File: src/hw/rtl/lfu_pkg.sv
// Shared types and constants for the LFU cache core.
// Holds payload widths, the operation codes and the sequencer state type.
// No dependencies.
`timescale 1ns / 1ps
`default_nettype none

package lfu_pkg;

	localparam int KEY_W = 31;
	localparam int VAL_W = 31;
	localparam int CAP_W = 5;
	localparam logic [CAP_W-1:0] CAP_RESET = 5'd16;

	typedef enum logic {
		OP_GET = 1'b0,
		OP_PUT = 1'b1
	} op_t;

	typedef enum logic [3:0] {
		S_IDLE = 4'b0001,
		S_SCAN = 4'b0010,
		S_LAST = 4'b0100,
		S_DONE = 4'b1000
	} state_t;

endpackage

`default_nettype wire

File: src/hw/rtl/lfu_cache_core.sv
// Top level of the LFU cache: sequencer, scan datapath and result register.
// Depends on lfu_pkg and lfu_slot_ram.
`timescale 1ns / 1ps
`default_nettype none

// Key-value cache with least-frequently-used replacement, oldest use breaking ties.
//
// Request channel (req_valid / req_stall): one word is operation, key, value.
// Response channel (rsp_valid / rsp_stall): one word per request, hit and read_value.
// A word moves at a clock edge where valid is high and stall is low.
//
// Each request sweeps the slot RAM once, one entry per cycle: ENTRIES reads, the
// registered read in S_LAST, then S_DONE decides and writes the touched slot.
// With capacity 0 the sweep is skipped and the request goes straight to S_DONE.
// A new request is taken only after the previous one has left S_DONE.
//
// Recency aging of a hit or insert is deferred: the next sweep applies it to
// each entry as it passes and writes the aged rank back.
//
// Reset clears the valid marks, the pending aging and sets capacity to 16; the
// RAM itself is not cleared. A stalled response holds in its register; the next
// request is still taken and its sweep runs, but its result waits for the slot.
// Write capacity through capacity_we / capacity_wdata only while idle; the core does not enforce it.

module lfu_cache_core #(
	parameter int ENTRIES    = 16,
	parameter int COUNT_BITS = 16
) (
	input  wire logic                      clk,
	input  wire logic                      arst_n,
	input  wire logic                      capacity_we,
	input  wire logic [lfu_pkg::CAP_W-1:0] capacity_wdata,
	input  wire logic                      req_valid,
	output logic                           req_stall,
	input  wire logic                      operation,
	input  wire logic [lfu_pkg::KEY_W-1:0] key,
	input  wire logic [lfu_pkg::VAL_W-1:0] value,
	output logic                           rsp_valid,
	input  wire logic                      rsp_stall,
	output logic                           hit,
	output logic      [lfu_pkg::VAL_W-1:0] read_value
);

	localparam int IDX_W  = (ENTRIES > 1) ? $clog2(ENTRIES) : 1;
	localparam int RANK_W = IDX_W;
	localparam int USED_W = $clog2(ENTRIES + 1);
	localparam int CMP_W  = (USED_W > lfu_pkg::CAP_W) ? USED_W : lfu_pkg::CAP_W;
	localparam logic [IDX_W-1:0] LAST_IDX = IDX_W'(ENTRIES - 1);

	typedef struct packed {
		logic [lfu_pkg::KEY_W-1:0] key;
		logic [lfu_pkg::VAL_W-1:0] data;
		logic [COUNT_BITS-1:0]     count;
		logic [RANK_W-1:0]         rank;
	} slot_word_t;

	localparam int WORD_W = $bits(slot_word_t);

	lfu_pkg::state_t state_q;

	logic [lfu_pkg::CAP_W-1:0] capacity_q;
	logic [ENTRIES-1:0]        valid_q;

	// request being worked
	logic                      op_q;
	logic [lfu_pkg::KEY_W-1:0] key_q;
	logic [lfu_pkg::VAL_W-1:0] val_q;
	logic                      skip_q;

	// sweep
	logic [IDX_W-1:0] rd_idx_q;
	logic             rvld_s1;
	logic [IDX_W-1:0] ridx_s1;

	// deferred recency aging
	logic              pend_q;
	logic [IDX_W-1:0]  pend_slot_q;
	logic [RANK_W-1:0] pend_bound_q;

	// scan results
	logic                      found_q;
	logic [IDX_W-1:0]          found_idx_q;
	logic [lfu_pkg::VAL_W-1:0] found_data_q;
	logic [COUNT_BITS-1:0]     found_count_q;
	logic [RANK_W-1:0]         found_rank_q;
	logic                      vict_any_q;
	logic [IDX_W-1:0]          vict_idx_q;
	logic [COUNT_BITS-1:0]     vict_count_q;
	logic [RANK_W-1:0]         vict_rank_q;
	logic                      free_any_q;
	logic [IDX_W-1:0]          free_idx_q;
	logic [USED_W-1:0]         used_q;

	// response register
	logic                      rsp_valid_q;
	logic                      hit_q;
	logic [lfu_pkg::VAL_W-1:0] read_value_q;

	// RAM ports
	logic              ram_we;
	logic [IDX_W-1:0]  ram_waddr;
	slot_word_t        ram_wdata;
	logic              ram_re;
	logic [WORD_W-1:0] ram_rdata;

	slot_word_t        entry_s1;
	logic              ent_valid;
	logic              ent_aged;
	logic [RANK_W-1:0] ent_rank;
	logic              ent_match;
	logic              ent_beats;

	logic              accept;
	logic              done_fire;
	logic              is_put;
	logic              full;
	logic              final_we;
	logic [IDX_W-1:0]  final_idx;
	slot_word_t        final_word;
	logic [RANK_W-1:0] final_bound;

	assign accept    = req_valid && !req_stall;
	assign req_stall = (state_q != lfu_pkg::S_IDLE);
	assign done_fire = (state_q == lfu_pkg::S_DONE) && (!rsp_valid_q || !rsp_stall);
	assign is_put    = (op_q == lfu_pkg::OP_PUT);

	assign rsp_valid  = rsp_valid_q;
	assign hit        = hit_q;
	assign read_value = read_value_q;

	lfu_slot_ram #(
		.DEPTH  (ENTRIES),
		.WIDTH  (WORD_W),
		.ADDR_W (IDX_W)
	) u_ram (
		.clk   (clk),
		.we    (ram_we),
		.waddr (ram_waddr),
		.wdata (WORD_W'(ram_wdata)),
		.re    (ram_re),
		.raddr (rd_idx_q),
		.rdata (ram_rdata)
	);

	assign ram_re   = (state_q == lfu_pkg::S_SCAN);
	assign entry_s1 = slot_word_t'(ram_rdata);

	// Entry coming out of the RAM: apply pending aging, then match and rank it.
	always_comb begin
		ent_valid = rvld_s1 && valid_q[ridx_s1];
		ent_aged  = pend_q && ent_valid && (ridx_s1 != pend_slot_q) &&
			(entry_s1.rank < pend_bound_q);
		ent_rank  = ent_aged ? entry_s1.rank + 1'b1 : entry_s1.rank;
		ent_match = ent_valid && !found_q && (entry_s1.key == key_q);
		ent_beats = ent_valid && (!vict_any_q || (entry_s1.count < vict_count_q) ||
			((entry_s1.count == vict_count_q) && (ent_rank > vict_rank_q)));
	end

	// Decide the touched slot once the sweep is complete.
	always_comb begin
		full        = (CMP_W'(used_q) >= CMP_W'(capacity_q)) || !free_any_q;
		final_we    = done_fire && !skip_q && (found_q || is_put);
		final_idx   = free_idx_q;
		final_bound = used_q[RANK_W-1:0];
		final_word.key   = key_q;
		final_word.data  = val_q;
		final_word.count = COUNT_BITS'(1);
		final_word.rank  = '0;
		if (found_q) begin
			final_idx        = found_idx_q;
			final_bound      = found_rank_q;
			final_word.data  = is_put ? val_q : found_data_q;
			final_word.count = (&found_count_q) ? found_count_q : found_count_q + 1'b1;
		end else if (full) begin
			final_idx   = vict_idx_q;
			final_bound = vict_rank_q;
		end
	end

	// Write port: aged write-back during the sweep, touched slot at the end.
	always_comb begin
		ram_we    = 1'b0;
		ram_waddr = ridx_s1;
		ram_wdata = entry_s1;
		ram_wdata.rank = ent_rank;
		if (final_we) begin
			ram_we    = 1'b1;
			ram_waddr = final_idx;
			ram_wdata = final_word;
		end else if (ent_aged) begin
			ram_we = 1'b1;
		end
	end

	// Sequencer
	always_ff @(posedge clk or negedge arst_n) begin
		if (!arst_n) begin
			state_q  <= lfu_pkg::S_IDLE;
			rd_idx_q <= '0;
			rvld_s1  <= 1'b0;
		end else begin
			rvld_s1 <= ram_re;
			unique case (state_q)
				lfu_pkg::S_IDLE: begin
					if (accept) begin
						rd_idx_q <= '0;
						state_q  <= (capacity_q == '0) ? lfu_pkg::S_DONE : lfu_pkg::S_SCAN;
					end
				end
				lfu_pkg::S_SCAN: begin
					if (rd_idx_q == LAST_IDX) begin
						state_q <= lfu_pkg::S_LAST;
					end else begin
						rd_idx_q <= rd_idx_q + 1'b1;
					end
				end
				lfu_pkg::S_LAST: begin
					state_q <= lfu_pkg::S_DONE;
				end
				lfu_pkg::S_DONE: begin
					if (done_fire) begin
						state_q <= lfu_pkg::S_IDLE;
					end
				end
				default: begin
					state_q <= lfu_pkg::S_IDLE;
				end
			endcase
		end
	end

	always_ff @(posedge clk) begin
		ridx_s1 <= rd_idx_q;
		if (accept) begin
			op_q   <= operation;
			key_q  <= key;
			val_q  <= value;
			skip_q <= (capacity_q == '0);
		end
	end

	// Capacity register
	always_ff @(posedge clk or negedge arst_n) begin
		if (!arst_n) begin
			capacity_q <= lfu_pkg::CAP_RESET;
		end else if (capacity_we) begin
			capacity_q <= capacity_wdata;
		end
	end

	// Scan accumulators: clear on accept, fold in one entry per cycle.
	always_ff @(posedge clk or negedge arst_n) begin
		if (!arst_n) begin
			found_q    <= 1'b0;
			vict_any_q <= 1'b0;
			free_any_q <= 1'b0;
			used_q     <= '0;
		end else if (accept) begin
			found_q    <= 1'b0;
			vict_any_q <= 1'b0;
			free_any_q <= 1'b0;
			used_q     <= '0;
		end else if (rvld_s1) begin
			if (ent_match) begin
				found_q <= 1'b1;
			end
			if (ent_beats) begin
				vict_any_q <= 1'b1;
			end
			if (!ent_valid && !free_any_q) begin
				free_any_q <= 1'b1;
			end
			if (ent_valid) begin
				used_q <= used_q + 1'b1;
			end
		end
	end

	always_ff @(posedge clk) begin
		if (ent_match) begin
			found_idx_q   <= ridx_s1;
			found_data_q  <= entry_s1.data;
			found_count_q <= entry_s1.count;
			found_rank_q  <= ent_rank;
		end
		if (ent_beats) begin
			vict_idx_q   <= ridx_s1;
			vict_count_q <= entry_s1.count;
			vict_rank_q  <= ent_rank;
		end
		if (rvld_s1 && !ent_valid && !free_any_q) begin
			free_idx_q <= ridx_s1;
		end
	end

	// Valid marks and pending aging: a sweep consumes the old aging, the
	// touched slot arms the next one.
	always_ff @(posedge clk or negedge arst_n) begin
		if (!arst_n) begin
			valid_q <= '0;
			pend_q  <= 1'b0;
		end else if (done_fire && !skip_q) begin
			pend_q <= final_we;
			if (final_we) begin
				valid_q[final_idx] <= 1'b1;
			end
		end
	end

	always_ff @(posedge clk) begin
		if (final_we) begin
			pend_slot_q  <= final_idx;
			pend_bound_q <= final_bound;
		end
	end

	// Response register: load on decide, drop when taken.
	always_ff @(posedge clk or negedge arst_n) begin
		if (!arst_n) begin
			rsp_valid_q <= 1'b0;
		end else if (done_fire) begin
			rsp_valid_q <= 1'b1;
		end else if (!rsp_stall) begin
			rsp_valid_q <= 1'b0;
		end
	end

	always_ff @(posedge clk) begin
		if (done_fire) begin
			hit_q        <= !skip_q && found_q;
			read_value_q <= (!skip_q && found_q && !is_put) ? found_data_q : '0;
		end
	end

`ifndef SYNTHESIS
	a_value_only_on_hit: assert property (@(posedge clk) disable iff (!arst_n)
		(rsp_valid_q && (read_value_q != '0)) |-> hit_q)
		else $error("read_value nonzero without hit");

	a_pend_slot_valid: assert property (@(posedge clk) disable iff (!arst_n)
		pend_q |-> valid_q[pend_slot_q])
		else $error("pending aging points at an empty slot");

	a_victim_when_full: assert property (@(posedge clk) disable iff (!arst_n)
		(done_fire && !skip_q && !found_q && is_put && full) |-> vict_any_q)
		else $error("eviction without a victim");

	a_used_bound: assert property (@(posedge clk) disable iff (!arst_n)
		(state_q == lfu_pkg::S_DONE) |-> (used_q <= USED_W'(ENTRIES)))
		else $error("occupancy count beyond entries");

	a_done_gives_rsp: assert property (@(posedge clk) disable iff (!arst_n)
		done_fire |=> (rsp_valid_q && (state_q == lfu_pkg::S_IDLE)))
		else $error("decide did not load the response");
`endif

endmodule

`default_nettype wire

File: src/hw/rtl/lfu_slot_ram.sv
// Slot store of the LFU cache: one write port, one read port, registered read data.
// Generic in depth and word width; no package dependency.
`timescale 1ns / 1ps
`default_nettype none

module lfu_slot_ram #(
	parameter int DEPTH  = 16,
	parameter int WIDTH  = 82,
	parameter int ADDR_W = 4
) (
	input  wire logic              clk,
	input  wire logic              we,
	input  wire logic [ADDR_W-1:0] waddr,
	input  wire logic [WIDTH-1:0]  wdata,
	input  wire logic              re,
	input  wire logic [ADDR_W-1:0] raddr,
	output logic      [WIDTH-1:0]  rdata
);

	logic [WIDTH-1:0] mem [DEPTH];

	always_ff @(posedge clk) begin
		if (we) begin
			mem[waddr] <= wdata;
		end
	end

	always_ff @(posedge clk) begin
		if (re) begin
			rdata <= mem[raddr];
		end
	end

endmodule

`default_nettype wire

File: config.mk
export PLATFORM = sky130hd
export DESIGN_NAME = lfu_cache_core
export DESIGN_NICKNAME = d
export VERILOG_FILES = /design/src/hw/rtl/lfu_pkg.sv /design/src/hw/rtl/lfu_cache_core.sv /design/src/hw/rtl/lfu_slot_ram.sv
export SDC_FILE = /design/constraint.sdc
export NUM_CORES = 2
export LEC_CHECK = 0
export BUFFER_PORTS_ARGS = -buffer_cell sky130_fd_sc_hd__buf_4
export CAP_MARGIN = 15
export CORE_UTILIZATION = 50
export DETAILED_ROUTE_END_ITERATION = 6
export PLACE_DENSITY = 0.63
export SLEW_MARGIN = 15
export SYNTH_ARGS = -nofsm -noshare
export SYNTH_HDL_FRONTEND = slang
export SYNTH_SLANG_ARGS = --single-unit
File: constraint.sdc
create_clock -name clk -period 23.9 [get_ports clk]
set_clock_uncertainty 0.2 [all_clocks]
set_input_delay 0 -clock clk [delete_from_list [all_inputs] [get_ports clk]]
set_output_delay 0 -clock clk [all_outputs]
set_load 0.02 [all_outputs]
# Yosys cells after proc, flatten, opt, wreduce, memory -nomap -nowiden
# Memories as Yosys holds them, arrays and structs flattened. A register that Yosys moved wholly into a read port is not among the register bits.
# Index checks and enable logic that the tools add are counted.
op_classes:
  reduce_logical: 47
  eq_ne: 14
  bitwise: 1
  n_mux: 40
  order_cmp: 7
  addsub: 4
op_table:
  columns: ["cell", "n"]
  rows:
  - ["2-to-1 mux 82 bit", 1]
  - ["2-to-1 mux 4 bit", 12]
  - ["2-to-1 mux 47 bit", 1]
  - ["== test 31 bit", 1]
  - ["2-to-1 mux 31 bit", 1]
  - ["logical AND 1 bit", 18]
  - ["2-to-1 mux 1 bit", 17]
  - ["adder 16 x 1 -> 16 bit, second input constant", 1]
  - ["== test 16 bit", 1]
  - ["less-than comparator 16 bit", 1]
  - ["2-to-1 mux 16 bit", 1]
  - ["bitwise OR 16 bit", 1]
  - ["case mux 4 bit (4 select lines)", 1]
  - ["AND reduction 16 bit", 1]
  - ["2-to-1 mux 5 bit", 3]
  - ["nonzero test 2 bit", 6]
  - ["less-than comparator 4 x 5 -> 1 bit, second input constant", 2]
  - ["AND reduction 2 bit", 5]
  - ["logical NOT 1 bit", 9]
  - ["adder 4 x 1 -> 4 bit, second input constant", 2]
  - ["== test 4 bit, second input constant", 2]
  - ["case mux 4 bit (2 select lines)", 1]
  - ["!= test 2 bit, second input constant", 3]
  - ["AND reduction 3 bit", 2]
  - ["15 further kinds", 20]
word_totals:
  input_bits: 73
  output_inout_bits: 34
  register_bits: 231
  mem_count: 1
  mem_bits_rw: 1312
  word_cells: 142
memory_table:
  columns: ["memory", "depth", "word_bits", "rd", "rd_clocked_by_memory_dff", "wr", "line_no", "source"]
  rows:
  - ["u_ram.mem", 16, 82, 1, 1, 1, "lfu_slot_ram.sv:20", "logic [WIDTH-1:0] mem [DEPTH];"]

# Longest topological paths before layout
depth:
  word_depth: 14
  mapped_depth: 14
  depth_no_buf: 13

# By module
# From an unflattened synthesis, not the netlist that was laid out.
unflattened:
  hier_cells: 3023
  hier_area_um2: 62611.3
by_module_without_submodules:
  columns: ["mod", "area_per_inst_um2", "n_inst", "cells_per_inst", "seq_area_each_um2"]
  rows:
  - ["lfu_slot_ram", 51504.4, 1, 2103, 41860.1]
  - ["lfu_cache_core", 11106.9, 1, 920, 6698.9]

# Least setup slack after synthesis
# OpenSTA, ideal clock, no wires.
synth_path:
  path_type: "flip-flop to flip-flop"
  startpoint: "register u_ram.rdata[1] (read register of u_ram.mem)"
  endpoint: "memory u_ram.mem[4][0] (enable)"
  period_less_slack_ns: 8.502
  path_stages_with_launch: 7
  setup_slack_ns: 15.398
  arrival_ns: 7.655
  setup_ns: 0.647
  required_time_ns: 23.053
  n_path_buf: 0
  cell_sequence: "edfxtp_1 > ha_1 > a211oi_1 > o2111ai_1 > nor3_1 > nand2_1 > o32ai_1"
synth_via:
  elab_chain_cells: 6
synth_rtl:
  columns: ["item", "line_no", "source"]
  rows:
  - ["from (decl)", "lfu_slot_ram.sv:17", "output logic [WIDTH-1:0] rdata"]
  - ["less-than comparator 4 bit", "lfu_cache_core.sv:152", "(entry_s1.rank < pend_bound_q);"]
  - ["logical AND 1 bit", "lfu_cache_core.sv:151", "ent_aged = pend_q && ent_valid && (ridx_s1 != pend_slot_q) &&"]
  - ["2-to-1 mux 1 bit", "lfu_cache_core.sv:190", "end else if (ent_aged) begin"]
  - ["2-to-1 mux 1 bit", "lfu_cache_core.sv:186", "if (final_we) begin"]
  - ["2-to-1 mux 1 bit", "lfu_slot_ram.sv:23", "if (we) begin"]
  - ["2-to-1 mux 1 bit (implied by the code)", "lfu_slot_ram.sv:24", "mem[waddr] <= wdata;"]
  - ["to (decl)", "lfu_slot_ram.sv:20", null]
# Every way passes these cells.

# Worst setup path in the final report
layout_path:
  startpoint: "register state_q[1]"
  endpoint: "memory u_ram.mem[5][48] (enable)"
layout_via:
  elab_chain_cells: 7
  elab_cells_between_ends: 8
  classes_between: "1 x eq/ne; 4 x mux; 3 x reduce/logical"
layout_rtl:
  columns: ["item", "line_no", "source"]
  rows:
  - ["from (decl)", "lfu_cache_core.sv:59", "lfu_pkg::state_t state_q;"]
  - ["from (signal assigned)", "lfu_cache_core.sv:198", "state_q <= lfu_pkg::S_IDLE;"]
  - ["from (signal assigned)", "lfu_cache_core.sv:207", "state_q <= (capacity_q == '0) ? lfu_pkg::S_DONE : lfu_pkg::S_SCAN;"]
  - ["from (signal assigned)", "lfu_cache_core.sv:212", "state_q <= lfu_pkg::S_LAST;"]
  - ["== test 4 bit (*)", "lfu_cache_core.sv:124", "assign done_fire = (state_q == lfu_pkg::S_DONE) && (!rsp_valid_q || !rsp_stall);"]
  - ["logical AND 1 bit (*)", "lfu_cache_core.sv:124", null]
  - ["logical AND 1 bit (*) (2 in a row)", "lfu_cache_core.sv:162", "final_we = done_fire && !skip_q && (found_q || is_put);"]
  - ["2-to-1 mux 1 bit", "lfu_cache_core.sv:186", null]
  - ["2-to-1 mux 1 bit", "lfu_slot_ram.sv:23", null]
  - ["2-to-1 mux 1 bit (implied by the code)", "lfu_slot_ram.sv:24", null]
# Mark *: on every way between the ends. The rest lies on a longest branch, timed or not.

==> metrics.md <==
| Metric | Value |
|---|---|
| Result of the run | finished with violations |
| Violated checks | design-rule violations |
| Unique masters post-synth | 64 |
| Total non-filler cell area in the finished layout | 0.0728 mm2 |
| Fraction of final layout cells sized beyond drive strength 1 | 26.7% |
| Time the worst path needs with I/O delays and setup | 5.40 ns |
| Number of cells traversed by the worst register-to-register path | 9 |
| Class of the most critical hold timing path | in -> async |
| Critical path startpoint category | flip-flop |
| Clock tree from TritonCTS | yes |
| Average footprint of a synthesized cell | 21.8 um2 |
| Highest clock rate | 185 MHz |
| Final critical-path share of the clock period | 22.6% |
| Number of instances resized during post-cts repair | 0 |
| Clk sinks | 1625 |
| Initial drt markers | 2773 |
| Unrepaired setup endpoints after global routing | no |
| Number of nets in the finished design | 3364 |
| Largest net degree at the start of global routing | 151 |
| Number of global-route vias before repair | 31400 |
| Site row count | 129 |
| Slack of the worst reg-to-reg path | 18.50 ns |
| Actual transition at the worst max-transition pin | 1.16 ns |
| Maximum clock insertion buffer count | 3 |
| Number of primary I/O pins | 107 |
| GP Congestion | 0.802 |
| Die Width | 356 um |
| Kind of cell adding the most delay to the critical path | buffers and inverters |
| Share of Yosys cell area claimed by the top area cell type | 75.8% |
| Total of endpoints with negative setup slack in the final report | 0 |
| Starting Density | 50.5% |
| Antenna fix cells | 0 |
| Crit-path cells | nor4b_1 > nand3_4 > inv_2 > buf_4 > nand2_1 > o21ai_1 > a2bb2o_4 > buf_4 > buf_4 |
| Number of logic stages on the critical path including buffering | 9 |
| Post-synthesis sequential area ratio | 77.5% |
| Number of synthesized flops with an enable pin | 1581 |
| Number of filler instances in the final layout | 8837 |
| Area of the multi-input gates | 0.0136 mm2 |
| Clock latency on the worst-skew pair | 0.80 ns |
| HPWL reported at the end of detailed placement | 73300 um |
| Top cell by count, worst path | buf_4 |
| Yosys top cell by area | edfxtp_1 |
| Global-route congestion overflow total | 0 |
| Crit Path Class | reg -> reg |
| Routed wire length per instance | 27.7 um |
| Worst setup path startpoint | state_q[1]$_DFFE_PN0P_ |
| Routed vias/inst | 5.94 |
| Total number of yosys warnings | 0 |
| Critical register-to-register path endpoint | u_ram.mem[5][48]$_DFFE_PP_ |
| Total leakage power | 23.6 nW |
| Core ar. | 0.124 mm2 |
| Worst-path maximum fanout | 49 |
| Antenna-violating nets left | 0 |
| Number of buffers inserted by port buffering | 106 |
| Post-CTS clock slew at the launch and capture registers of the worst setup and hold paths | 0.06 ns |
| IR Drop Worst-Case VDD | 0.0000804 V |
| Max-slew headroom at the worst pin | 22.5% |
| Critical path endpoint category | flip-flop |
| Number of detailed-routing iterations run before antenna repair | 7 |
| Aggregate routed wire length | 139000 um |
| Minimum hold slack | 0.0697 ns |
| Initial antenna violation count | 1 |
| Cell area after synthesis | 0.0626 mm2 |
| Maximum cell stage delay along the critical path | 0.79 ns |
| Pins Over Slew Limit | 0 |
| First-pass GRT wire length | 206000 um |
| Power per standard cell area | 103 mW/mm2 |
| Share of flip-flops with an asynchronous set or reset after synthesis | 2.46% |
| Final hold viol count | 0 |
| Count of H-tree levels built during CTS | 4 |
| Primary flip-flop cell chosen by synthesis mapping | edfxtp_1 |
| Layout Cells excl Fill | 5037 |
| Crit path buffers/inverters | 4 |
| TNS Setup | 0 ns |
| Area growth from synthesis to layout | 16.2% |
| Critical R2R Launch | state_q[1]$_DFFE_PN0P_ |
| Slowest cell on the critical path | buf_4 |
| Post-Synthesis Net Count | 2979 |
| Number of post-CTS setup repair buffers | 0 |
| DIE AREA | 0.127 mm2 |
| Area taken by flip-flops and latches | 0.0486 mm2 |
| Placed cell area | 0.0659 mm2 |
| Number of vias after detailed routing | 29900 |
| Worst path arrival time | 5.61 ns |
| Number of synthesized register bits | 1625 |
| Placed cell count | 4584 |
| Buffer cell driving the clock tree root | clkbuf_16 |
| End of the critical path | u_ram.mem[5][48]$_DFFE_PP_ |
| Required time reported for the critical path endpoint | 24.11 ns |
| Aggregate global-route resource usage | 22.4% |
| Cell types with the largest area share after synthesis | edfxtp_1, mux4_2, dfrtp_1, nand2_1, mux2i_1 |
| Cts bufs inserted | 164 |
| Synthesized netlist cell count | 2874 |
| Max_cap viols | 0 |
| Vertical extent of the die | 356 um |
| Residual DRC count | 7 |
-- area by class of cell --
| class | instances | share of cell area, % |
|---|---|---|
| repair buffers | 348 | 4.16 |
| flip-flops and latches | 1625 | 66.8 |
| inverters | 46 | 0.244 |
| clock buffers | 201 | 5.90 |
| multi-input cells | 1074 | 18.7 |
| well taps | 1637 | 2.82 |
| clock inverters | 106 | 1.46 |
-- synth_stat cells, types with 3 or more instances --
master and n:
nand3b_1 3, nand2_1 178, xor2_1 11, a21o_1 17, o21bai_1 5, o22ai_1 3
buf_2 39, mux2i_1 47, nor2b_1 6, nor4_1 3, nor2_1 43, inv_1 44
o21a_1 3, buf_1 9, and2_1 38, dfrtp_1 38, nor3_1 15, o2bb2ai_1 3
nand2b_1 12, mux4_2 410, mux2_2 4, a31oi_1 7, ha_1 32, edfxtp_1 1581
o21ai_0 77, dfxtp_1 4, nand3_1 21, a2bb2o_1 3, and4_1 4, clkbuf_1 78
a21oi_1 31, xnor2_1 35, or2_2 3, or3_1 5, nand4_1 19
-- kinds of logic (layout without fill, tap and decap cells) --
group,after synthesis,in the layout,share of synthesized area [%]
muxes,461,461,15.6
xor gates and xnor gates,46,46,0.643
AOI/OAI and AO/OA,176,176,1.75
adders and majority gates,32,32,0.639
buffers and inverters,175,701,1.18
DFF,1625,1625,77.5
and+or+nand+nor,359,359,2.71
-- how the worst min path moves through the flow --
stage | start | endpoint | slack (ns) | cells past startpoint
after floorplan | arst_n | capacity_q[0]$_DFFE_PN0P_ | -0.50 | 0
after global routing | arst_n | rd_idx_q[1]$_DFFE_PN0P_ | 0.08 | 4
after CTS | arst_n | rd_idx_q[3]$_DFFE_PN0P_ | 0.04 | 4
after global placement | arst_n | state_q[3]$_DFFE_PN0P_ | -0.18 | 1
final | arst_n | rd_idx_q[1]$_DFFE_PN0P_ | 0.07 | 4
after detailed placement | arst_n | state_q[3]$_DFFE_PN0P_ | -0.16 | 1
-- worst min-delay path, stage by stage --
cell	delay, ns
dlygate4sd3_1	0.52
dlygate4sd3_1	0.55
buf_4	0.13
buf_16	0.22
-- per-stage QoR --
step | setup slack (ns) | power (mW) | util, %
6_report | 18.50 | 7.50 | 58.7
5_1_grt | 18.26 | 7.77 | 58.7
4_1_cts | 18.32 | 7.56 | 58.7
3_5_place_dp | 18.33 | 5.01 | 53.2
3_3_place_gp | 18.46 | 4.97 | 53.2
2_1_floorplan | 15.40 | 4.59 | -
-- power by group --
part | total (mW) | internal, mW | leakage [nW] | switching (mW)
Clock | 2.54 | 1.45 | 2.62 | 1.09
Combinational | 1.40 | 0.675 | 6.15 | 0.727
Sequential | 3.55 | 3.43 | 14.9 | 0.125
Total | 7.50 | 5.56 | 23.6 | 1.94
-- placed cells by master (no fill, tap or decap), types with 34 or more instances in the layout --
cell / instances
and2_1: 38
buf_4: 199
clkbuf_1: 34
clkbuf_16: 166
clkinv_2: 38
dfrtp_1: 34
dlygate4sd3_1: 144
edfxtp_1: 1581
inv_1: 42
mux2i_1: 46
mux4_2: 410
nand2_1: 178
nor2_1: 40
o21ai_0: 68
xnor2_1: 35
-- flip-flops by register name (all words and copies together) (netlist names), 5 cells and up --
| signal | count |
|---|---|
| capacity_q | 5 |
| found_count_q | 16 |
| found_data_q | 31 |
| key_q | 31 |
| read_value | 31 |
| u_ram.mem | 1312 |
| u_ram.rdata | 82 |
| used_q | 5 |
| val_q | 31 |
| valid_q | 16 |
| vict_count_q | 16 |
-- routing by layer --
metal  share of wire (%)  track usage (%)
met1                  42             31.2
met2                  51             37.3
met3                 5.4             3.43
met4                 1.9             5.85
met5                   0                0
-- repair_timing --
item                                   in CTS  in global routing
hold buffers                              145                  0
setup endpoints to repair                   0                  0
endpoints found under the hold margin     183                  0
Power figures use the tool's default switching activity.
